`src/hw/rtl/radec_to_lmn_with_slopes_core_assert.svh`:
```
// Assertion macros shared by the direction cosine core.
// Each use expands to one labeled concurrent assertion that reports with $error.
`ifndef RADEC_TO_LMN_WITH_SLOPES_CORE_ASSERT_SVH
`define RADEC_TO_LMN_WITH_SLOPES_CORE_ASSERT_SVH

// The consequent must hold in the same cycle as the antecedent.
`define RDLMN_ASSERT_SAME(lbl, clk, rst, ante, cons, msg) \
   lbl: assert property (@(posedge clk) disable iff (rst) (ante) |-> (cons)) \
      else $error(msg);

// The consequent must hold in the cycle after the antecedent.
`define RDLMN_ASSERT_NEXT(lbl, clk, rst, ante, cons, msg) \
   lbl: assert property (@(posedge clk) disable iff (rst) (ante) |=> (cons)) \
      else $error(msg);

`endif

```
`src/hw/rtl/rdlmn_pkg.sv`:
```
// Package of the direction cosine core: beat types, register codes and arithmetic helpers.
// Used by every module of the core; depends on nothing else.
package rdlmn_pkg;

   // Defaults of the top level parameters.
   localparam int ANGLE_WIDTH_DEF   = 32;
   localparam int CORDIC_STAGES_DEF = 30;

   // Configuration port.
   localparam int CSR_ADDR_W = 4;
   localparam logic [1:0] REG_REF_RA      = 2'd0;
   localparam logic [1:0] REG_REF_SIN_DEC = 2'd1;
   localparam logic [1:0] REG_REF_COS_DEC = 2'd2;

   // Fixed point constants.
   localparam logic [30:0]        REF_COS_DEC_RESET = 31'd1073741824;
   localparam logic signed [33:0] CORDIC_GAIN       = 34'sd652032874;
   localparam logic signed [31:0] S32_MAX           = 32'sh7FFFFFFF;
   localparam logic signed [31:0] S32_MIN           = 32'sh80000000;

   // Square root and divider sizes.
   localparam int ROOT_ARG_W = 61;
   localparam int ROOT_W     = 31;
   localparam int NUM_W      = 66;
   localparam int QUOT_W     = 32;

   // Input beat.
   typedef struct packed {
      logic [31:0]        ra;
      logic signed [31:0] dec;
      logic signed [31:0] ra_slope;
      logic signed [31:0] dec_slope;
      logic               ra_slope_valid;
      logic               dec_slope_valid;
   } req_type;

   // Result beat.
   typedef struct packed {
      logic signed [31:0] l_cos;
      logic signed [31:0] m_cos;
      logic [30:0]        n_cos;
      logic signed [31:0] l_slope;
      logic signed [31:0] m_slope;
      logic signed [31:0] n_slope;
      logic               slope_present;
      logic               too_far;
   } rsp_type;

   // Data that travels alongside the CORDIC lanes.
   typedef struct packed {
      logic signed [31:0] dra_s;
      logic signed [31:0] ddec_s;
      logic               sp;
   } cs_side_type;

   // Data that travels alongside the square root.
   typedef struct packed {
      logic signed [31:0] l;
      logic signed [32:0] m;
      logic signed [31:0] dl;
      logic signed [31:0] dm;
      logic               far;
      logic               sp;
   } sq_side_type;

   // Data that travels alongside the divider.
   typedef struct packed {
      logic signed [31:0] l;
      logic signed [31:0] m;
      logic [30:0]        n;
      logic signed [31:0] dl;
      logic signed [31:0] dm;
      logic               far;
      logic               sp;
   } dv_side_type;

   // Arctangent of 2^-i as a fraction of a full turn, 32 bits.
   function automatic logic [31:0] atan_turns(input int i);
      logic [31:0] t;
      unique case (i)
         0:  t = 32'h20000000;
         1:  t = 32'h12E4051E;
         2:  t = 32'h09FB385B;
         3:  t = 32'h051111D4;
         4:  t = 32'h028B0D43;
         5:  t = 32'h0145D7E1;
         6:  t = 32'h00A2F61E;
         7:  t = 32'h00517C55;
         8:  t = 32'h0028BE53;
         9:  t = 32'h00145F2F;
         10: t = 32'h000A2F98;
         11: t = 32'h000517CC;
         12: t = 32'h00028BE6;
         13: t = 32'h000145F3;
         14: t = 32'h0000A2FA;
         15: t = 32'h0000517D;
         16: t = 32'h000028BE;
         17: t = 32'h0000145F;
         18: t = 32'h00000A30;
         19: t = 32'h00000518;
         20: t = 32'h0000028C;
         21: t = 32'h00000146;
         22: t = 32'h000000A3;
         23: t = 32'h00000051;
         24: t = 32'h00000029;
         25: t = 32'h00000014;
         26: t = 32'h0000000A;
         27: t = 32'h00000005;
         28: t = 32'h00000003;
         29: t = 32'h00000001;
         30: t = 32'h00000001;
         default: t = 32'h00000000;
      endcase
      return t;
   endfunction

   // Arctangent step rescaled to an angle of aw bits per turn; a right shift truncates.
   function automatic logic [47:0] atan_scaled(input int i, input int aw);
      logic [47:0] r;
      if (aw >= 32) begin
         r = 48'(atan_turns(i)) << (aw - 32);
      end else begin
         r = 48'(atan_turns(i) >> (32 - aw));
      end
      return r;
   endfunction

   // Q1.30 product with rounding: (a*b + 2^29) >>> 30.
   function automatic logic signed [33:0] mulq(input logic signed [33:0] a,
                                               input logic signed [33:0] b);
      logic signed [67:0] p;
      p = 68'(a) * 68'(b) + 68'sd536870912;
      return p[63:30];
   endfunction

   // Clamp to the Q1.30 range of plus or minus one.
   function automatic logic signed [31:0] clamp_q30(input logic signed [33:0] v);
      logic signed [31:0] r;
      if (v > 34'sd1073741824) begin
         r = 32'sd1073741824;
      end else if (v < -34'sd1073741824) begin
         r = -32'sd1073741824;
      end else begin
         r = v[31:0];
      end
      return r;
   endfunction

   // Saturate a wide value to the signed 32 bit range.
   function automatic logic signed [31:0] clamp_s32(input logic signed [66:0] v);
      logic signed [31:0] r;
      if (v > 67'sd2147483647) begin
         r = S32_MAX;
      end else if (v < -67'sd2147483648) begin
         r = S32_MIN;
      end else begin
         r = v[31:0];
      end
      return r;
   endfunction

endpackage

```
`src/hw/rtl/rdlmn_isqrt.sv`:
```
// Pipelined floor square root, one result bit per stage.
// Depends on rdlmn_pkg for the operand widths.
module rdlmn_isqrt import rdlmn_pkg::*; #(
   parameter int SIDE_W = 1
) (
   input  logic                  clock,
   input  logic                  reset,
   input  logic                  en,
   input  logic                  in_valid,
   input  logic [ROOT_ARG_W-1:0] in_value,
   input  logic [SIDE_W-1:0]     in_side,
   output logic                  out_valid,
   output logic [ROOT_W-1:0]     out_root,
   output logic [SIDE_W-1:0]     out_side
);

   localparam int RW = ROOT_W;

   logic [62:0]       rem_ff  [0:RW];
   logic [RW-1:0]     root_ff [0:RW];
   logic [RW:0]       valid_ff;
   logic [SIDE_W-1:0] side_ff [0:RW];

   // Entry stage.
   always_ff @(posedge clock) begin
      if (en) begin
         rem_ff[0]  <= 63'(in_value);
         root_ff[0] <= '0;
         side_ff[0] <= in_side;
      end
   end

   // Each stage decides one root bit, most significant first.
   for (genvar t = 0; t < RW; t++) begin : g_bit
      localparam int J = RW - 1 - t;
      logic [62:0] trial;
      assign trial = (63'(root_ff[t]) << (J + 1)) + (63'(1) << (2 * J));
      always_ff @(posedge clock) begin
         if (en) begin
            if (rem_ff[t] >= trial) begin
               rem_ff[t+1]  <= rem_ff[t] - trial;
               root_ff[t+1] <= root_ff[t] | (RW'(1) << J);
            end else begin
               rem_ff[t+1]  <= rem_ff[t];
               root_ff[t+1] <= root_ff[t];
            end
            side_ff[t+1] <= side_ff[t];
         end
      end
   end

   always_ff @(posedge clock) begin
      if (reset) begin
         valid_ff <= '0;
      end else if (en) begin
         valid_ff <= {valid_ff[RW-1:0], in_valid};
      end
   end

   assign out_valid = valid_ff[RW];
   assign out_root  = root_ff[RW];
   assign out_side  = side_ff[RW];

endmodule

```
`config.mk`:
```
export PLATFORM = sky130hd
export DESIGN_NAME = rdlmn_isqrt
export DESIGN_NICKNAME = d
export VERILOG_FILES = /design/src/hw/rtl/radec_to_lmn_with_slopes_core_assert.svh /design/src/hw/rtl/rdlmn_pkg.sv /design/src/hw/rtl/rdlmn_isqrt.sv
export SDC_FILE = /design/constraint.sdc
export NUM_CORES = 2
export LEC_CHECK = 0
export BUFFER_PORTS_ARGS = -buffer_cell sky130_fd_sc_hd__buf_2
export CAP_MARGIN = 20
export CELL_PAD_IN_SITES_DETAIL_PLACEMENT = 0
export CELL_PAD_IN_SITES_GLOBAL_PLACEMENT = 1
export CORE_MARGIN = 4
export CORE_UTILIZATION = 50
export DETAILED_ROUTE_END_ITERATION = 16
export GPL_TIMING_DRIVEN = 0
export PLACE_DENSITY = 0.86
export SLEW_MARGIN = 20
export SYNTH_ARGS = -nofsm -noshare
export SYNTH_HDL_FRONTEND = slang
export SYNTH_SLANG_ARGS = --single-unit
```
`constraint.sdc`:
```
create_clock -name clock -period 13.4 [get_ports clock]
set_input_delay 0.67 -clock clock [delete_from_list [all_inputs] [get_ports clock]]
set_output_delay 0.67 -clock clock [all_outputs]
set_load 0.05 [all_outputs]
```
==> impl_results.md <==
* Final hold violation count at 0
* Via Count at just under 80000
* Number of global-route vias before repair at roughly 77000
* Worst path cell trace: or3_1 -> or3_1 -> nor4_1 -> nand3_1 -> a31oi_1 -> o211a_1 -> clkbuf_1 -> clkbuf_1 -> o21ai_0
* Post-CTS Setup Inserts at 0
* Overall Global Routing Usage at 24.2%
* Critical path depth in cells at 9
* Post-synthesis mux area share at less than 1%
* Worst-path clk slew at approximately 60 ps
* DRT Pass-1 Iters at 6
* Synth Area in Compound Gates at a little under a tenth
* CP max FO at 10
* WL met3 at about 26000 um
* Hold_ws at 230 ps
* Slew headroom at between 20% and 30%
* Die ar. at approximately 250000 sq um
* Maximum Capacitance Violations at 0
* Final number of max-transition violations at 0
* CP Launch Type: register
* First-pass GRT wire length at approximately 460000 um
* Synth cell types at approximately 100
* Synth Area in Adders at roughly 5.5%
* Clock Sinks at 2510
* Pre-CTS setup slack at about 8000 ps
* Mapped Cells at 9590
* ANT nets after route at 0
* Worst path bufs/invs at 2
* Critical path type: reg -> reg
* Largest net degree at the start of global routing at 65
* I/O pin cnt at 99
* Top layer in use: met5
* Detailed Route Iter0 Violations at 7923
* Avg Cell Area, Syn at between 10 and 15 sq um
* Cell Pwr Density at 167 nW/um^2
* Final worst slack at between 7000 and 8000 ps
* Syn nets at approximately 10000
* Combinational share of power at about a fifth
* Worst-Margin Slew at 1130 ps
* Syn Std Cell Area at 120000 sq um
* Root buffer cell: clkbuf_16
* Sw Pwr at between 6 and 7 mW
* Layout cells sized above 1 at ~7.4%
* Layout area overhead at 12.3%
* R2R cell count at 9
* CTS tree: built
* Hold buffers post-CTS at 64
* Simple-gate portion of the synthesized area at about an eighth
* Outcome: finished, final reports clean
* Clk_skew at between 100 and 150 ps
* Int Pwr at between 15 and 20 mW
* Synth warnings at 0
* Asr flop ratio synth at 0%
* Main combinational cell family by area after synthesis: simple AND/OR/NAND/NOR gates
* WL met1 at between 100000 and 150000 um
* Cts bufs inserted at about 280
* Die X at 498 um
* Vias/cell at slightly below 6
* XOR/XNOR share of the synthesized area at 6.18%
* Clk pwr share at 32.4%
* Post-synth EDFFs at between 2000 and 2500
* Leading cell type in the layout, fill and taps excluded: edfxtp_1
* Post-route minimum period at about 5500 ps
* Seq/Total Area, Yosys at between 60% and 70%
* Remaining DRCs at 0
* Final cycle utilization of the critical path at just over 40%
* Total grt overflow at 0
* Primary FF master, synth: edfxtp_1
* Setup TNS at 0 ps
* CP Data Arrival Time at 6090 ps
* Unrepaired setup endpoints after global routing: no
* Cell family with most CP delay: simple AND/OR/NAND/NOR gates
* Starting density of the core at about half
* Antenna violations before repair at 16
* Worst VDD drop at 0.119 mV
* Register bit total from synthesis at about 2500
* Final Non-Filler Cells at 13400
* Core Region at 238000 sq um
* PortBufs at 98
* Drt total wl at slightly above 300000 um
* Routability congestion estimate at about 0.98
* Hold Path Class: in -> reg
* Worst Path Required at approximately 14000 ps
* Placed insts at between 10000 and 15000
* Leakage at about 50 nW
* HPWL after DPL at 232000 um
* Final #Nets at roughly 11000
* Worst-Skew Late Latency at just over 1000 ps
* Hold path cells at 1
* Critical Path End Type: register
* # rows at ~180
* Critical path's slowest cell: nor4_1
* Post-CTS sizing at 0
* Register share of total power at 47.1%
* H-tree depth at 5
* Net Sw Frac at between 20 and 30%
* Clk buf depth at 4
* Die Y-Extent at between 400 and 500 um
* Commonest non-fill, non-tap cells in the layout: 2478 x edfxtp_1, 713 x nand2_1, 660 x inv_1, 532 x o21ai_0, 523 x ha_1
* Routed WL per cell at roughly 23 um
* Fmax at about 0.18 GHz
* Final setup viols at 0
* Max incr delay on CP at roughly 880 ps
* Met2 wire len at 139000 um
[per-stage QoR]
step / total power [mW] / area, sq um / utilization [%]
2_1_floorplan: 13.6 / 120000 / -
6_report: 22.5 / 135000 / 56.6
3_3_place_gp: 15.1 / 124000 / 52.2
4_1_cts: 22.5 / 135000 / 56.6
5_1_grt: 23.5 / 135000 / 56.6
3_5_place_dp: 15.2 / 126000 / 52.7
[flip-flops by register name, summed over array words and instances, names as in the netlist]
signal / flops
rem_ff: 1950
root_ff: 496
side_ff: 32
valid_ff: 32
[Yosys cell counts (all sizes together), types with 16 or more instances]
library cell / instances / area, sq um
a21oi: 458 / 2300
xor2: 416 / 3640
nor3: 286 / 1440
nor3b: 21 / 169
a21boi: 25 / 188
nand2: 717 / 2700
o21a: 90 / 676
nor2b: 82 / 513
buf: 36 / 214
nor4: 346 / 2200
nor4bb: 16 / 160
o21ai: 555 / 2780
nand2b: 112 / 706
edfxtp: 2478 / 74400
a211oi: 46 / 345
nand3b: 29 / 225
nor2: 521 / 1960
dfxtp: 32 / 641
a21o: 234 / 1760
xnor2: 431 / 3770
and3: 46 / 288
or2: 51 / 319
inv: 661 / 2480
a2111oi: 16 / 168
ha: 523 / 6540
clkbuf: 218 / 822
a31oi: 51 / 319
or3: 101 / 637
mux2: 38 / 435
nand4b: 28 / 245
or4: 79 / 616
mux2i: 42 / 420
and2: 35 / 219
nand3: 153 / 776
nor4b: 51 / 447
nand4: 167 / 1050
and4: 17 / 149
o31ai: 50 / 380
o211ai: 48 / 365
o21bai: 53 / 398
[area by class of cell]
class                   count  area, sq um
repair buffers            205         2100
fillers                 19000       103000
diodes                      5         12.5
multi-input cells        6163        41500
plain buffers             254         1150
well taps                3167         3960
clock inverters           144         1250
clock buffers             325         7280
inverters                 663         2490
flip-flops and latches   2510        75100
[layer usage]
layer  GRT usage, %  vias up
li1               -    37000
met2           37.9     3086
met4           9.06        4
met1           33.0    38400
met5              0        -
met3           5.56      607
[worst paths after layout]
| path | slack [ps] | to | from |
|---|---|---|---|
| worst min-delay path | 230 | side_ff[3][0] | en |
| worst min register to register | 390 | side_ff[3][0] | side_ff[2][1] |
| worst max register to register | 7870 | rem_ff[1][852] | rem_ff[1][810] |
| worst max-delay path | 7870 | rem_ff[1][852] | rem_ff[1][810] |
[worst register-to-register path, stage by stage, from the launching register on]
cell and delay, ps:
edfxtp_1 500, or3_1 470, or3_1 410, nor4_1 880, nand3_1 230, a31oi_1 340
o211a_1 480, clkbuf_1 730, clkbuf_1 750, o21ai_0 400
[logic make-up after synthesis]
group | Yosys count
fa+ha+maj | 523
buf+inv | 917
xor+xnor | 847
simple gates | 2895
mux | 80
compound gates | 1818
flops | 2510
[power by group through the flow]
stage	clock network [mW]	logic (mW)	registers, mW
after global placement	0	4.37	10.7
after detailed placement	0	4.46	10.7
final	7.27	4.61	10.6
after global routing	7.74	5.06	10.7
after floorplan	0	3.25	10.4
after CTS	7.39	4.52	10.6
Note: power is estimated with default switching activity, not from simulation.
